[config.mk]
export PLATFORM = sky130hd
export DESIGN_NAME = json_syntax_validator_top
export DESIGN_NICKNAME = d
export VERILOG_FILES = /design/src/rtl/jsv_pkg.sv /design/src/rtl/jsv_front.sv /design/src/rtl/jsv_back.sv /design/src/rtl/json_syntax_validator_top.sv
export VERILOG_INCLUDE_DIRS = /design/src /design/src/rtl
export SDC_FILE = /design/constraint.sdc
export NUM_CORES = 1
export LEC_CHECK = 0
export BUFFER_PORTS_ARGS = -buffer_cell sky130_fd_sc_hd__buf_2
export CAP_MARGIN = 40
export CELL_PAD_IN_SITES_DETAIL_PLACEMENT = 1
export CELL_PAD_IN_SITES_GLOBAL_PLACEMENT = 1
export CORE_ASPECT_RATIO = 1.1
export CORE_MARGIN = 2
export CORE_UTILIZATION = 43
export DETAILED_ROUTE_END_ITERATION = 10
export PLACE_DENSITY = 0.7
export SKIP_CTS_REPAIR_TIMING = 1
export SYNTH_ARGS = -nofsm -noshare
export SYNTH_HDL_FRONTEND = slang
export SYNTH_HIERARCHICAL = 1
export SYNTH_SLANG_ARGS = --single-unit
[constraint.sdc]
create_clock -name clk -period 7.4 [get_ports clk]
set_input_delay 1.48 -clock clk [delete_from_list [all_inputs] [get_ports clk]]
set_output_delay 1.48 -clock clk [all_outputs]
set_load 0.05 [all_outputs]
[src/rtl/assert_macros.svh]
// Assertion macros shared by the RTL.
`ifndef ASSERT_MACROS_SVH
`define ASSERT_MACROS_SVH

// Checks that cond implies nxt in the next cycle, outside reset.
`define JSV_ASSERT_NEXT(label, clk, rst_n, cond, nxt, msg) \
  label: assert property (@(posedge clk) disable iff (!rst_n) (cond) |=> (nxt)) \
    else $error(msg);

// Checks that cond always holds, outside reset.
`define JSV_ASSERT_ALWAYS(label, clk, rst_n, cond, msg) \
  label: assert property (@(posedge clk) disable iff (!rst_n) (cond)) \
    else $error(msg);

`endif

[src/rtl/jsv_pkg.sv]
`default_nettype none
package jsv_pkg;

  localparam int MaxDepth = 64;
  localparam int StackSize = MaxDepth + 1;
  localparam int CountW = $clog2(StackSize + 1);
  localparam int StackIdxW = $clog2(StackSize);

  localparam logic [1:0] VerdictRun = 2'd0;
  localparam logic [1:0] VerdictValid = 2'd1;
  localparam logic [1:0] VerdictInvalid = 2'd2;

  typedef struct packed {
    logic [7:0] doc_byte;
    logic       last_byte;
  } in_req_t;

  typedef struct packed {
    logic [1:0] verdict;
    logic [6:0] open_depth;
    logic       document_end;
  } out_req_t;

  // Byte class worked out by the front end.
  typedef struct packed {
    logic [7:0] ch;
    logic       last;
    logic       is_ws;
    logic       is_digit;
    logic       is_hex;
    logic       is_expo;
  } cls_req_t;

  typedef enum logic [4:0] {
    ST_VALUE, ST_ARR_FIRST, ST_OBJ_FIRST, ST_KEY, ST_COLON, ST_AFTER,
    ST_STR, ST_ESC, ST_HEX, ST_KSTR, ST_KESC, ST_KHEX,
    ST_LTRUE, ST_LFALSE, ST_LNULL,
    ST_NMINUS, ST_NZERO, ST_NINT, ST_NDOT, ST_NFRAC, ST_NE, ST_NESIGN, ST_NEXP
  } gram_state_t;

  function automatic logic [7:0] lit_char(input gram_state_t st, input logic [2:0] pos);
    logic [7:0] r;
    r = 8'h00;
    unique case (st)
      ST_LTRUE: begin
        unique case (pos)
          3'd1: r = "r";
          3'd2: r = "u";
          3'd3: r = "e";
          default: r = 8'h00;
        endcase
      end
      ST_LFALSE: begin
        unique case (pos)
          3'd1: r = "a";
          3'd2: r = "l";
          3'd3: r = "s";
          3'd4: r = "e";
          default: r = 8'h00;
        endcase
      end
      ST_LNULL: begin
        unique case (pos)
          3'd1: r = "u";
          3'd2: r = "l";
          3'd3: r = "l";
          default: r = 8'h00;
        endcase
      end
      default: r = 8'h00;
    endcase
    return r;
  endfunction

endpackage
`default_nettype wire

[src/rtl/jsv_front.sv]
`default_nettype none
// Accepts bytes and classifies them into a two-entry queue.
module jsv_front (
  input  wire logic              clk,
  input  wire logic              rst_n,
  input  wire logic              in_valid,
  output logic                   in_stall,
  input  wire jsv_pkg::in_req_t  in_req,
  output logic                   q_valid,
  input  wire logic              q_pop,
  output jsv_pkg::cls_req_t      q_req
);
  jsv_pkg::cls_req_t mem_r [2];
  logic rd_r, rd_nxt, wr_r, wr_nxt;
  logic [1:0] cnt_r, cnt_nxt;
  logic push;
  jsv_pkg::cls_req_t cls;
  logic [7:0] c;

  always_comb begin
    c = in_req.doc_byte;
    cls.ch = c;
    cls.last = in_req.last_byte;
    cls.is_ws = (c == 8'h20) || (c == 8'h09) || (c == 8'h0A) || (c == 8'h0D);
    cls.is_digit = (c >= "0") && (c <= "9");
    cls.is_hex = cls.is_digit || ((c >= "a") && (c <= "f")) || ((c >= "A") && (c <= "F"));
    cls.is_expo = (c == "e") || (c == "E");
  end

  assign in_stall = (cnt_r == 2'd2);
  assign push = in_valid && !in_stall;
  assign q_valid = (cnt_r != 2'd0);
  assign q_req = mem_r[rd_r];

  always_comb begin
    rd_nxt = rd_r ^ q_pop;
    wr_nxt = wr_r ^ push;
    cnt_nxt = cnt_r + {1'b0, push} - {1'b0, q_pop};
  end

  always_ff @(posedge clk) begin
    if (!rst_n) begin
      rd_r <= 1'b0;
      wr_r <= 1'b0;
      cnt_r <= 2'd0;
    end else begin
      rd_r <= rd_nxt;
      wr_r <= wr_nxt;
      cnt_r <= cnt_nxt;
    end
  end

  always_ff @(posedge clk) begin
    if (push) begin
      mem_r[wr_r] <= cls;
    end
  end
endmodule
`default_nettype wire

[src/rtl/jsv_back.sv]
`default_nettype none
// Grammar state machine, kind stack and output register.
module jsv_back (
  input  wire logic               clk,
  input  wire logic               rst_n,
  input  wire logic               q_valid,
  output logic                    q_pop,
  input  wire jsv_pkg::cls_req_t  q_req,
  output logic                    out_valid,
  input  wire logic               out_stall,
  output jsv_pkg::out_req_t       out_req
);
  localparam int CW = jsv_pkg::CountW;
  localparam int SW = jsv_pkg::StackIdxW;

  jsv_pkg::gram_state_t st_r, st_nxt;
  // Kind stack: the two top entries sit in registers, the rest in a memory
  // that is read with a registered output when the stack shrinks.
  logic stk_mem [jsv_pkg::StackSize];
  logic top_r, top_nxt, below_r;
  logic stk_push, stk_pop, kind_in;
  logic [CW-1:0] cnt_r, cnt_nxt;
  logic [2:0] lpos_r, lpos_nxt, hex_r, hex_nxt;
  logic err_r, err_nxt, term_r, term_nxt;
  logic ov_r;
  jsv_pkg::out_req_t or_r, or_nxt;
  logic [7:0] c;
  logic top;
  logic done;

  assign q_pop = q_valid && (!ov_r || !out_stall);
  assign out_valid = ov_r;
  assign out_req = or_r;
  assign c = q_req.ch;
  assign top = (cnt_r != '0) ? top_r : 1'b0;

  always_comb begin
    logic go;
    logic [2:0] llen;
    st_nxt = st_r;
    cnt_nxt = cnt_r;
    lpos_nxt = lpos_r;
    hex_nxt = hex_r;
    err_nxt = err_r;
    term_nxt = term_r;
    stk_push = 1'b0;
    stk_pop = 1'b0;
    kind_in = 1'b0;
    go = 1'b0;
    llen = 3'd4;
    if (!term_r && !err_r && c != 8'h00) begin
      unique case (st_r)
        jsv_pkg::ST_VALUE: go = !q_req.is_ws;
        jsv_pkg::ST_ARR_FIRST: begin
          if (c == "]") begin
            if (cnt_r != '0) begin
              cnt_nxt = cnt_r - 1'b1;
              stk_pop = 1'b1;
            end
            st_nxt = jsv_pkg::ST_AFTER;
          end else go = !q_req.is_ws;
        end
        jsv_pkg::ST_OBJ_FIRST, jsv_pkg::ST_KEY: begin
          if (!q_req.is_ws) begin
            if (c == "}" && st_r == jsv_pkg::ST_OBJ_FIRST) begin
              if (cnt_r != '0) begin
                cnt_nxt = cnt_r - 1'b1;
                stk_pop = 1'b1;
              end
              st_nxt = jsv_pkg::ST_AFTER;
            end else if (c == "\"") st_nxt = jsv_pkg::ST_KSTR;
            else err_nxt = 1'b1;
          end
        end
        jsv_pkg::ST_COLON: begin
          if (!q_req.is_ws) begin
            if (c == ":") st_nxt = jsv_pkg::ST_VALUE;
            else err_nxt = 1'b1;
          end
        end
        jsv_pkg::ST_STR, jsv_pkg::ST_KSTR: begin
          if (c < 8'h20) err_nxt = 1'b1;
          else if (c == "\"")
            st_nxt = (st_r == jsv_pkg::ST_STR) ? jsv_pkg::ST_AFTER : jsv_pkg::ST_COLON;
          else if (c == "\\")
            st_nxt = (st_r == jsv_pkg::ST_STR) ? jsv_pkg::ST_ESC : jsv_pkg::ST_KESC;
        end
        jsv_pkg::ST_ESC, jsv_pkg::ST_KESC: begin
          if (c == "u") begin
            hex_nxt = 3'd4;
            st_nxt = (st_r == jsv_pkg::ST_ESC) ? jsv_pkg::ST_HEX : jsv_pkg::ST_KHEX;
          end else if (c == "\"" || c == "\\" || c == "/" || c == "b" || c == "f" ||
                       c == "n" || c == "r" || c == "t")
            st_nxt = (st_r == jsv_pkg::ST_ESC) ? jsv_pkg::ST_STR : jsv_pkg::ST_KSTR;
          else err_nxt = 1'b1;
        end
        jsv_pkg::ST_HEX, jsv_pkg::ST_KHEX: begin
          if (!q_req.is_hex) err_nxt = 1'b1;
          else begin
            hex_nxt = (hex_r != 3'd0) ? hex_r - 3'd1 : 3'd0;
            if (hex_nxt == 3'd0)
              st_nxt = (st_r == jsv_pkg::ST_HEX) ? jsv_pkg::ST_STR : jsv_pkg::ST_KSTR;
          end
        end
        jsv_pkg::ST_LTRUE, jsv_pkg::ST_LFALSE, jsv_pkg::ST_LNULL: begin
          llen = (st_r == jsv_pkg::ST_LFALSE) ? 3'd5 : 3'd4;
          if (lpos_r >= llen || c != jsv_pkg::lit_char(st_r, lpos_r)) err_nxt = 1'b1;
          else if (lpos_r + 3'd1 == llen) begin
            lpos_nxt = 3'd0;
            st_nxt = jsv_pkg::ST_AFTER;
          end else lpos_nxt = lpos_r + 3'd1;
        end
        jsv_pkg::ST_NMINUS: begin
          if (c == "0") st_nxt = jsv_pkg::ST_NZERO;
          else if (q_req.is_digit) st_nxt = jsv_pkg::ST_NINT;
          else err_nxt = 1'b1;
        end
        jsv_pkg::ST_NDOT: begin
          if (q_req.is_digit) st_nxt = jsv_pkg::ST_NFRAC; else err_nxt = 1'b1;
        end
        jsv_pkg::ST_NE: begin
          if (c == "+" || c == "-") st_nxt = jsv_pkg::ST_NESIGN;
          else if (q_req.is_digit) st_nxt = jsv_pkg::ST_NEXP;
          else err_nxt = 1'b1;
        end
        jsv_pkg::ST_NESIGN: begin
          if (q_req.is_digit) st_nxt = jsv_pkg::ST_NEXP; else err_nxt = 1'b1;
        end
        default: begin
          // After-value and the number states that may end here.
          if (st_r == jsv_pkg::ST_AFTER ||
              (st_r == jsv_pkg::ST_NEXP && !q_req.is_digit) ||
              (st_r == jsv_pkg::ST_NFRAC && !q_req.is_digit && !q_req.is_expo) ||
              (st_r == jsv_pkg::ST_NINT && !q_req.is_digit && !q_req.is_expo &&
               c != ".") ||
              (st_r == jsv_pkg::ST_NZERO && !q_req.is_expo && c != ".")) begin
            st_nxt = jsv_pkg::ST_AFTER;
            if (!q_req.is_ws) begin
              if (cnt_r == '0) err_nxt = 1'b1;
              else if (c == ",") st_nxt = top ? jsv_pkg::ST_KEY : jsv_pkg::ST_VALUE;
              else if (c == (top ? "}" : "]")) begin
                cnt_nxt = cnt_r - 1'b1;
                stk_pop = 1'b1;
              end
              else err_nxt = 1'b1;
            end
          end else if (c == ".") st_nxt = jsv_pkg::ST_NDOT;
          else if (q_req.is_expo && st_r != jsv_pkg::ST_NEXP) st_nxt = jsv_pkg::ST_NE;
        end
      endcase
      if (go) begin
        if (cnt_r > CW'(jsv_pkg::MaxDepth)) err_nxt = 1'b1;
        else begin
          lpos_nxt = 3'd1;
          if (c == "\"") st_nxt = jsv_pkg::ST_STR;
          else if (c == "{" || c == "[") begin
            stk_push = 1'b1;
            kind_in = (c == "{");
            cnt_nxt = cnt_r + 1'b1;
            st_nxt = (c == "{") ? jsv_pkg::ST_OBJ_FIRST : jsv_pkg::ST_ARR_FIRST;
          end else if (c == "t") st_nxt = jsv_pkg::ST_LTRUE;
          else if (c == "f") st_nxt = jsv_pkg::ST_LFALSE;
          else if (c == "n") st_nxt = jsv_pkg::ST_LNULL;
          else if (c == "-") st_nxt = jsv_pkg::ST_NMINUS;
          else if (c == "0") st_nxt = jsv_pkg::ST_NZERO;
          else if (q_req.is_digit) st_nxt = jsv_pkg::ST_NINT;
          else err_nxt = 1'b1;
        end
      end
    end
    // Completeness test, on the state before a zero byte or after the last one.
    if (!term_r && !err_r && c == 8'h00) begin
      done = (st_r == jsv_pkg::ST_AFTER || st_r == jsv_pkg::ST_NZERO ||
              st_r == jsv_pkg::ST_NINT || st_r == jsv_pkg::ST_NFRAC ||
              st_r == jsv_pkg::ST_NEXP) && (cnt_r == '0);
      if (!done) err_nxt = 1'b1;
    end else begin
      done = (st_nxt == jsv_pkg::ST_AFTER || st_nxt == jsv_pkg::ST_NZERO ||
              st_nxt == jsv_pkg::ST_NINT || st_nxt == jsv_pkg::ST_NFRAC ||
              st_nxt == jsv_pkg::ST_NEXP) && (cnt_nxt == '0);
      if (q_req.last && !err_nxt && !term_r && !done) err_nxt = 1'b1;
    end
    if (c == 8'h00) term_nxt = 1'b1;
    // The new top of stack: a pushed kind, or the entry below on a pop.
    top_nxt = stk_push ? kind_in : (stk_pop ? below_r : top_r);
    or_nxt.verdict = err_nxt ? jsv_pkg::VerdictInvalid :
                     (q_req.last ? jsv_pkg::VerdictValid : jsv_pkg::VerdictRun);
    or_nxt.open_depth = cnt_nxt[6:0];
    or_nxt.document_end = q_req.last;
    if (q_req.last) begin
      st_nxt = jsv_pkg::ST_VALUE;
      cnt_nxt = '0;
      lpos_nxt = 3'd0;
      hex_nxt = 3'd0;
      err_nxt = 1'b0;
      term_nxt = 1'b0;
    end
  end

  always_ff @(posedge clk) begin
    if (!rst_n) begin
      st_r <= jsv_pkg::ST_VALUE;
      cnt_r <= '0;
      lpos_r <= 3'd0;
      hex_r <= 3'd0;
      err_r <= 1'b0;
      term_r <= 1'b0;
      ov_r <= 1'b0;
    end else begin
      if (q_pop) begin
        st_r <= st_nxt;
        cnt_r <= cnt_nxt;
        lpos_r <= lpos_nxt;
        hex_r <= hex_nxt;
        err_r <= err_nxt;
        term_r <= term_nxt;
        ov_r <= 1'b1;
      end else if (!out_stall) begin
        ov_r <= 1'b0;
      end
    end
  end

  always_ff @(posedge clk) begin
    if (q_pop) begin
      or_r <= or_nxt;
      top_r <= top_nxt;
    end
  end

  // Entries at and below the top are only read after they were pushed, so the
  // memory needs no clearing. A pop fetches the entry two below the old top.
  always_ff @(posedge clk) begin
    if (q_pop && stk_push) begin
      stk_mem[SW'(cnt_r)] <= kind_in;
      below_r <= top_r;
    end else if (q_pop && stk_pop && cnt_r > CW'(2)) begin
      below_r <= stk_mem[SW'(cnt_r - CW'(3))];
    end
  end
endmodule
`default_nettype wire

[src/rtl/json_syntax_validator_top.sv]
`default_nettype none
// JSON syntax validator: one document byte per request in, one verdict request
// out for every byte, at a sustained rate of one byte per clock cycle while the
// output is not stalled. The front end classifies each byte into a two-entry
// queue; the back end runs the grammar state machine and the container stack
// on each byte that it pops from the queue and holds its result in an output
// register. An accepted byte is first written into the queue; once it is popped,
// its result is held in the output register. Verdict 0 means no error so far, 1
// a valid document at its last byte, 2 an invalid document (an error is sticky).
// A zero byte ends the text, and following bytes up to the last one are
// ignored. The grammar state, depth count and error flags clear after the last
// byte of a document.
`include "assert_macros.svh"
module json_syntax_validator_top (
  input  wire logic              clk,
  input  wire logic              rst_n,
  input  wire logic              in_valid,
  output logic                   in_stall,
  input  wire jsv_pkg::in_req_t  in_req,
  output logic                   out_valid,
  input  wire logic              out_stall,
  output jsv_pkg::out_req_t      out_req
);
  logic q_valid;
  logic q_pop;
  jsv_pkg::cls_req_t q_req;

  // Front end: byte classification and queue.
  jsv_front u_front (
    .clk(clk), .rst_n(rst_n),
    .in_valid(in_valid), .in_stall(in_stall), .in_req(in_req),
    .q_valid(q_valid), .q_pop(q_pop), .q_req(q_req)
  );

  // Back end: grammar, stack and result register.
  jsv_back u_back (
    .clk(clk), .rst_n(rst_n),
    .q_valid(q_valid), .q_pop(q_pop), .q_req(q_req),
    .out_valid(out_valid), .out_stall(out_stall), .out_req(out_req)
  );

  // A result that closes a document carries a final verdict.
  `JSV_ASSERT_ALWAYS(a_end_verdict, clk, rst_n,
    !out_valid || !out_req.document_end || out_req.verdict != jsv_pkg::VerdictRun,
    "final result without final verdict")
  // A popped queue entry always yields a valid result next cycle.
  `JSV_ASSERT_NEXT(a_pop_out, clk, rst_n, q_pop, out_valid, "pop lost a result")
  // Verdict code 3 never occurs.
  `JSV_ASSERT_ALWAYS(a_verdict_code, clk, rst_n,
    !out_valid || out_req.verdict != 2'd3, "bad verdict code")
endmodule
`default_nettype wire
# Yosys cells after proc, flatten, opt, wreduce, memory -nomap -nowiden
# Memory sizes are Yosys's and may differ from the RTL's. A register that Yosys moved wholly into a read port is not among the register bits.
# Cells that the tools add are included.
totals:
  reg_bits: 37
  mem_bits_rw: 91
  input_bits: 13
  output_inout_bits: 12
  wordCells: 349
  n_memories: 2
op_classes:
  n_addsub: 7
  n_lt_le_gt_ge: 10
  n_eq_ne: 65
  n_mux: 156
  bitwise: 2
  n_reduce_logical: 92
memory_table:
  columns: ["name", "depth", "width", "read_ports", "rd_ports_with_merged_regs", "write_ports", "line_no", "rtl"]
  rows:
  - ["u_back.stk_mem", 65, 1, 1, 0, 1, "jsv_back.sv:19", "logic stk_mem [jsv_pkg::StackSize];"]
  - ["u_front.mem_r", 2, 13, 1, 1, 1, "jsv_front.sv:13", "jsv_pkg::cls_req_t mem_r [2];"]
ops:
  columns: ["cell", "count"]
  rows:
  - ["$mux 5", 38]
  - ["$mux 7", 15]
  - ["$eq 8x7->1 const B", 13]
  - ["$eq 8x6->1 const B", 9]
  - ["$mux 1", 72]
  - ["$pmux 5 s12", 1]
  - ["$eq 5x5->1 const B", 11]
  - ["$pmux 7 s3", 2]
  - ["$eq 5x4->1 const B", 8]
  - ["$mux 3", 12]
  - ["$logic_or 1x1->1", 29]
  - ["$pmux 7 s4", 1]
  - ["$logic_and 1x1->1", 26]
  - ["$eq 5x3->1 const B", 5]
  - ["$eq 8x4->1 const B", 3]
  - ["$pmux 8 s3", 1]
  - ["$ge 8x7->1 const B", 2]
  - ["$le 8x7->1 const B", 2]
  - ["$mux 8", 2]
  - ["$reduce_or 15->1", 1]
  - ["$logic_not 7->1", 2]
  - ["$pmux 7 s2", 1]
  - ["$reduce_or 2->1", 7]
  - ["$mux 4", 3]
  - ["44 further kinds", 66]

# Depth between registers and ports, before layout
# Gate-level depths: netlist of run 1.
depth:
  depth_word: 33
  ltp_mapped: 14
  depth_no_buf: 13

# By module
# The synthesis of run 1 kept the hierarchy.
modules_own_cells:
  columns: ["mod", "instances", "cells_per_inst", "area_each_um2", "seq_area_each_um2"]
  rows:
  - ["jsv_back", 1, 805, 7292.0, 2732.6]
  - ["jsv_front", 1, 80, 1278.7, 880.8]

# Worst setup path before layout of run 1
# OpenSTA, ideal clock, no wires.
synth_timing:
  kind: "flip-flop to flip-flop"
  start: "reg (tool-made name)"
  end: "reg u_back.or_r (netlist bit u_back/out_req[8]) (data pin)"
  setup_time_ps: 256
  arrival_ps: 3504
  t_required_ps: 7144
  path_slack_ps: 3640
  path_stages_with_launch: 15
  path_buffers: 3
  period_less_slack_ps: 3760
  cell_sequence: "dfxtp_1 buf_2 mux2_2 buf_6 or4b_1 buf_2 o32a_1 nand4_2 mux2i_1 o311ai_1 o32ai_1 a311oi_1 nor3_1 mux2_4 o211a_1"
synth_rtl:
  columns: ["element", "line_no", "rtl"]
  rows:
  - ["end signal: assignment", "jsv_back.sv:226", "or_r <= or_nxt;"]
  - ["end: declaration", "jsv_back.sv:26", "jsv_pkg::out_req_t or_r, or_nxt;"]

==> results of run 1 <==
## flip-flops by register name, indices dropped and copies added (netlist names), named ones only
| signal | flops |
|---|---|
| u_back/below_r | 1 |
| u_back/cnt_r | 7 |
| u_back/err_r | 1 |
| u_back/hex_r | 3 |
| u_back/lpos_r | 3 |
| u_back/out_req | 10 |
| u_back/out_valid | 1 |
| u_back/st_r | 5 |
| u_back/stk_mem | 65 |
| u_back/term_r | 1 |
| u_back/top_r | 1 |
| u_front/cnt_r | 2 |
| u_front/mem_r | 26 |
| u_front/rd_r | 1 |
| u_front/wr_r | 1 |
## power by group through the flow
stage          clock (mW)  combinational, mW  sequential, mW
6_report            0.863               1.10           0.906
5_1_grt             0.910               1.18           0.916
4_1_cts             0.887               1.09           0.907
3_5_place_dp            0               1.08           0.922
3_3_place_gp            0               1.06           0.919
2_1_floorplan           0              0.718           0.992
## per-stage QoR
stage | hold WS (ns) | instances
finish | 0.539 | 1150
global route | 0.569 | 1150
CTS | 0.539 | 1150
detailed placement | 0.525 | 1118
global placement | 0.504 | 1114
floorplan | 0.479 | 885
## worst max-delay path by stage
stage,start,end,slack [ns],cells past startpoint
2_1_floorplan,register,u_back/out_req[8],3.64,14
3_3_place_gp,register,u_back/out_req[9],2.82,11
3_5_place_dp,register,u_back/out_req[9],2.93,11
4_1_cts,register,u_back/out_req[9],2.90,11
5_1_grt,register,u_back/out_req[9],2.54,11
6_report,register,u_back/out_req[9],2.81,11
## layout make-up
| class | count | share of cell area |
|---|---|---|
| flip-flops and latches | 129 | 0.381 |
| repair buffers | 38 | 0.0253 |
| well taps | 252 | 0.0332 |
| multi-input cells | 671 | 0.485 |
| clock buffers | 17 | 0.0448 |
| clock inverters | 15 | 0.0198 |
| inverters | 28 | 0.0111 |
## routing by layer
metal  part of all wire  wire length (um)  global-route usage  up-vias
li1                   -                 -                   -     3353
met1               0.42             11500               0.328     3695
met2               0.52             14400               0.477      174
met3              0.033               907              0.0369       51
met4              0.029               807               0.100        0
met5                  0                 0                   0        -
## cell families after synthesis
logic type,count (synthesis),share of synthesized area
compound gates,209,0.170
xor+xnor,15,0.0153
fa+ha+maj,15,0.0219
buf+inv,85,0.0422
flops,129,0.422
mux,41,0.0797
simple gates,391,0.249
## placed cells by master, fill, tap and decap left out, types with 6 or more instances in the layout
cell type  synthesis  routed
nor2_1           118     118
edfxtp_1         103     103
nand2_1           57      57
a21oi_1           45      45
nor2b_1           40      40
o21ai_0           37      37
nor3_1            35      34
inv_1             27      27
buf_2             22      26
nand3_1           26      26
dfxtp_1           26      26
mux4_2            20      20
clkbuf_16          0      17
nand2b_1          15      15
ha_1              15      15
a22oi_1           14      14
buf_4              2      11
mux2_2            11      11
xnor2_1           10      10
a211oi_1          10      10
nor4_1             9       9
and3_1             8       8
and2_1             8       8
nor3b_1            7       7
o31ai_1            7       7
or3_1              7       7
o211ai_1           7       7
nor4b_1            7       7
inv_8              0       6
a31oi_1            6       6
o21a_1             6       6
mux2i_1            6       6
## worst reg2reg max path, stage by stage (launching register included)
cell       delay (ns)
dfxtp_1          0.66
mux2_2           0.52
nor4b_2          0.61
a41o_1           0.41
o211a_2          0.46
nor4_1           0.19
a2111oi_0        0.41
a211oi_1         0.15
a2111oi_0        0.43
a31oi_1          0.15
a31oi_1          0.20
o21ai_0          0.12
==> results.sh, run 1 <==
export IMPL_status="complete, no violations"
export IMPL_cpLargestDelayFamily="compound AO/OA/AOI/OAI gates"
export IMPL_drt_drc_violations_left=0
export IMPL_share_comb_of_total_power=0.384
export IMPL_ys_flop_type="edfxtp_1"
export IMPL_critical_path_data_required_time_ns=7.55
export IMPL_clock_insertion_delay_worst_skew_ns=0.43
export IMPL_dieArea_um2=21100
export IMPL_timing_max_cap_violations=0
export IMPL_post_synth_main_area_contributors="edfxtp_1 36%, dfxtp_1 6.1%, mux4_2 5.3%"
export IMPL_grt_usage=0.267
export IMPL_detail_route_iter0_violations=594
export IMPL_fp_coreArea_um2=19700
export IMPL_max_slew_worst_pin_slew_ns=0.895
export IMPL_drt_vias_per_instance=6.32
export IMPL_p_switching_mw=1.19
export IMPL_totalWireLength_mm=27.6
export IMPL_antenna_found_initial=0
export IMPL_filler_cell_count_in_the_final_layout=2196
export IMPL_synth_avg_cell_area_um2=9.68
export IMPL_syn_inst=885
export IMPL_grt_setup_unrepaired="no"
export IMPL_grt_pass1_vias=7666
export IMPL_dieHeight_um=152
export IMPL_r2r_slack_ns=2.81
export IMPL_min_to="u_back/hex_r[2]"
export IMPL_design_power_total_mw=2.87
export IMPL_critical_path_max_stage_delay_ns=0.66
export IMPL_power_ir_vdd_worst_mv=0.153
export IMPL_clock_period_minus_final_worst_setup_slack_ns=4.59
export IMPL_slew_limit_headroom=0.398
export IMPL_reg2regPathDepth=11
export IMPL_grt_overflow_total=0
export IMPL_detail_route_antenna_nets=0
export IMPL_data_arrival_time_of_the_worst_path_ns=4.74
export IMPL_num_rows=54
export IMPL_tritoncts="done"
export IMPL_synth_lib_cells_used_distinct=96
export IMPL_power_frac_seq=0.315
export IMPL_hold_path_cell_count=2
export IMPL_yosys_area_top_type_share=0.361
export IMPL_wire_length_of_the_first_global_routing_pass_mm=44.2
export IMPL_synth_sequential_area_ratio=0.422
export IMPL_synth_async_reset_ratio=0
export IMPL_synth_ff_latch_count=129
export IMPL_tritoncts_num_buffers=17
export IMPL_power_density_nw_per_um2=303
export IMPL_final_max_slew_violation_count=0
export IMPL_area_delta_synth_final_pct=10.7
export IMPL_worst_path_buf_inv=0
export IMPL_io_pins=25
export IMPL_place_worst_setup_slack_ns=2.93
export IMPL_timing_worst_setup_path_type="register to register"
export IMPL_number_of_enable_type_register_cells_in_the_synthesized_netlist=103
export IMPL_final_net_count=913
export IMPL_p_int_mw=1.69
export IMPL_critical_path_reg2reg_endpoint="u_back/out_req[9]"
export IMPL_detailed_place_hpwl_mm=19.9
export IMPL_timing_critical_path_slowest_stage_cell="dfxtp_1"
export IMPL_h_tree_depth_reported_by_cts=4
export IMPL_leading_cell_types_by_count_after_synthesis="118 x nor2_1, 103 x edfxtp_1, 57 x nand2_1, 45 x a21oi_1, 40 x nor2b_1"
export IMPL_report_final_hold_viol_count=0
export IMPL_netlist_area_before_placement_um2=8570
export IMPL_postLayoutCoreUtil=0.483
export IMPL_holdCritStartpoint="u_back/hex_r[2]"
export IMPL_clock_power_share=0.300
export IMPL_setup_ws_ns=2.81
export IMPL_critical_path_startpoint_type="register"
export IMPL_grt_start_max_net_pins=67
export IMPL_synth_largest_area_cell="edfxtp_1"
export IMPL_worst_setup_ep_type="register"
export IMPL_crit_path_max_fanout=16
export IMPL_port_buffers=24
export IMPL_gp_congestion=0.961
export IMPL_max_freq_mhz=218
export IMPL_worstPathCellList="mux2_2, nor4b_2, a41o_1, o211a_2, nor4_1, a2111oi_0, a211oi_1, a2111oi_0, a31oi_1, a31oi_1, o21ai_0"
export IMPL_tns_ns=0
export IMPL_cts_path_max_buffers=2
export IMPL_min_delay_path_class="register to register"
export IMPL_detailedRoute_firstPassIterationCount=5
export IMPL_wire_per_inst_um=24.0
export IMPL_diode_insertion_count_for_antenna_repair=0
export IMPL_setup_violations=0
export IMPL_path_clk_slew_ns=0.07
export IMPL_multi_input_comb_area_um2=4600
export IMPL_mappedNetlistNets=913
export IMPL_cell_area_after_placement_um2=8870
export IMPL_static_leakage_power_nw=3.28
export IMPL_finalClockSkew_ns=0.0136
export IMPL_most_common_cell_in_the_synthesized_netlist="nor2_1"
export IMPL_fin_crit_sh=0.621
export IMPL_final_seq_area_um2=3610
export IMPL_ys_warn_count=6
export IMPL_switching_share=0.413
export IMPL_ctsRootBufferMaster="clkbuf_16"
export IMPL_final_area_um2=9490
export IMPL_fp_dieW_um=139
export IMPL_vias=7273
export IMPL_cts_sink_count=129
export IMPL_initial_utilization=0.436
export IMPL_proportion_of_layout_cells_with_a_drive_suffix_above_1=0.145
(Power assumes the default switching activity.)
==> inputs of run 2 (changes only) <==
Clock period 7.4 ns to 4.8 ns, I/O delays scaled along.
==> run 2 against run 1 <==
Effect of this change:
- final area increased by 1.6%
- hold slack got worse by 0.0042 ns
- non-clock buffer count increased by 21
- worst setup slack got worse by 2.5 ns
- maximum frequency increased by 2.9%
- count of clock-buffer cells in the layout unchanged
- routed wire length increased by 2.8%
- critical endpoint unchanged
- largest power group unchanged
- highest routed layer unchanged
==> results.sh, run 2 (same netlist as run 1, synthesis figures left out) <==
export IMPL_status="complete, no violations"
export IMPL_dieArea_um2=21100
export IMPL_drt_drc_violations_left=0
export IMPL_setup_ws_ns=0.337
export IMPL_critical_path_data_required_time_ns=4.95
export IMPL_static_leakage_power_nw=3.39
export IMPL_largest_register="u_back/stk_mem"
export IMPL_routedLengthMet1_mm=11.5
export IMPL_report_final_hold_viol_count=0
export IMPL_multi_input_comb_area_um2=4610
export IMPL_gp_congestion=0.962
export IMPL_fp_coreArea_um2=19700
export IMPL_timing_max_cap_violations=0
export IMPL_tritoncts="done"
export IMPL_power_ir_vdd_worst_mv=0.238
export IMPL_dieHeight_um=152
export IMPL_cts_sink_count=129
export IMPL_final_max_slew_violation_count=0
export IMPL_max_freq_mhz=224
export IMPL_largest_register_ffs=65
export IMPL_met2RoutedLength_mm=14.8
export IMPL_detailed_place_hpwl_mm=21.2
export IMPL_antenna_found_initial=0
export IMPL_grt_pass1_vias=7789
export IMPL_h_tree_depth_reported_by_cts=4
export IMPL_vias=7447
export IMPL_placed_cells_incl_taps=1139
export IMPL_detail_route_iter0_violations=570
export IMPL_power_density_nw_per_um2=466
export IMPL_clock_period_minus_final_worst_setup_slack_ns=4.46
export IMPL_io_pins=25
export IMPL_tritoncts_num_buffers=17
export IMPL_detail_route_antenna_nets=0
export IMPL_slew_limit_headroom=0.447
export IMPL_design_power_total_mw=4.49
export IMPL_grt_start_max_net_pins=42
export IMPL_max_slew_worst_pin_slew_ns=0.830
export IMPL_drt_vias_per_instance=6.36
export IMPL_num_rows=54
export IMPL_critical_path_startpoint_type="register"
export IMPL_most_common_layout_cells="118 x nor2_1, 103 x edfxtp_1, 57 x nand2_1, 45 x a21oi_1, 40 x nor2b_1"
export IMPL_ctsRootBufferMaster="clkbuf_16"
export IMPL_final_seq_area_um2=3610
export IMPL_port_buffers=24
export IMPL_crit_path_max_fanout=16
export IMPL_totalWireLength_mm=28.4
export IMPL_diode_insertion_count_for_antenna_repair=0
export IMPL_final_cell_count_no_fill=1171
export IMPL_clock_insertion_delay_worst_skew_ns=0.43
export IMPL_tns_ns=0
export IMPL_final_common_cell="nor2_1"
export IMPL_grt_usage=0.272
export IMPL_grt_setup_unrepaired="no"
export IMPL_fin_hold_ws_ns=0.535
export IMPL_place_worst_setup_slack_ns=0.454
export IMPL_setup_violations=0
export IMPL_fin_crit_sh=0.930
export IMPL_timing_worst_setup_path_type="register to register"
export IMPL_wl_met3_mm=1.31
export IMPL_worst_setup_ep_type="register"
export IMPL_highest_layer="met4"
export IMPL_path_clk_slew_ns=0.06
export IMPL_finalClockSkew_ns=0.0149
export IMPL_wire_per_inst_um=24.3
export IMPL_filler_cell_count_in_the_final_layout=2213
export IMPL_min_delay_path_class="register to register"
export IMPL_cts_path_max_buffers=2
export IMPL_grt_overflow_total=0
export IMPL_detailedRoute_firstPassIterationCount=5
export IMPL_final_net_count=934
export IMPL_proportion_of_layout_cells_with_a_drive_suffix_above_1=0.165
export IMPL_wire_length_of_the_first_global_routing_pass_mm=44.8
export IMPL_fp_dieW_um=139
export IMPL_data_arrival_time_of_the_worst_path_ns=4.61
export IMPL_initial_utilization=0.436
export IMPL_area_delta_synth_final_pct=12.4
## run 2: cell count changes in the layout (fill, tap and decap cells not counted), sizes merged
cell      change
clkinv        -1
clkinvlp      -1
inv           +2
buf          +21
## run 2: path summary, 6_finish.rpt
path | from | to | slack (ns) | depth (start not counted)
max | register | u_back/out_req[9] | 0.34 | 12
min | u_back/below_r | u_back/top_r | 0.53 | 1
max reg2reg | register | u_back/out_req[9] | 0.34 | 12
min reg2reg | u_back/below_r | u_back/top_r | 0.53 | 1
## run 2: per-layer routing
metal / global-route usage / vias to the layer above
li1: - / 3406
met1: 0.325 / 3772
met2: 0.489 / 210
met3: 0.0517 / 59
met4: 0.0991 / 0
met5: 0 / -
## run 2: area by class of cell
cell class	count	area share
Sequential cell	129	0.375
Multi-Input combinational cell	671	0.478
Timing Repair Buffer	59	0.0422
Clock inverter	15	0.0170
Tap cell	252	0.0327
Inverter	28	0.0109
Clock buffer	17	0.0441
## run 2: worst max-delay path: stages, from the launching register on
cell       delay (ns)
dfxtp_1          0.45
buf_4            0.23
mux2_2           0.47
nor4b_2          0.59
a41o_1           0.36
o211a_2          0.43
nor4_1           0.15
a2111oi_0        0.40
a211oi_1         0.14
a2111oi_0        0.46
a31oi_1          0.17
a31oi_1          0.21
o21ai_0          0.11
## run 2: through the flow
| stage | cell area [um2] | utilization |
|---|---|---|
| after floorplan | 8570 | - |
| after global placement | 9000 | 0.458 |
| after detailed placement | 9040 | 0.460 |
| after CTS | 9630 | 0.490 |
| after global routing | 9640 | 0.490 |
| final | 9640 | 0.490 |
## run 2: power breakdown
part / switching, mW / internal (mW)
Sequential: 0.0847 / 1.33
Clock: 0.566 / 0.740
Combinational: 1.20 / 0.579
Total: 1.85 / 2.65
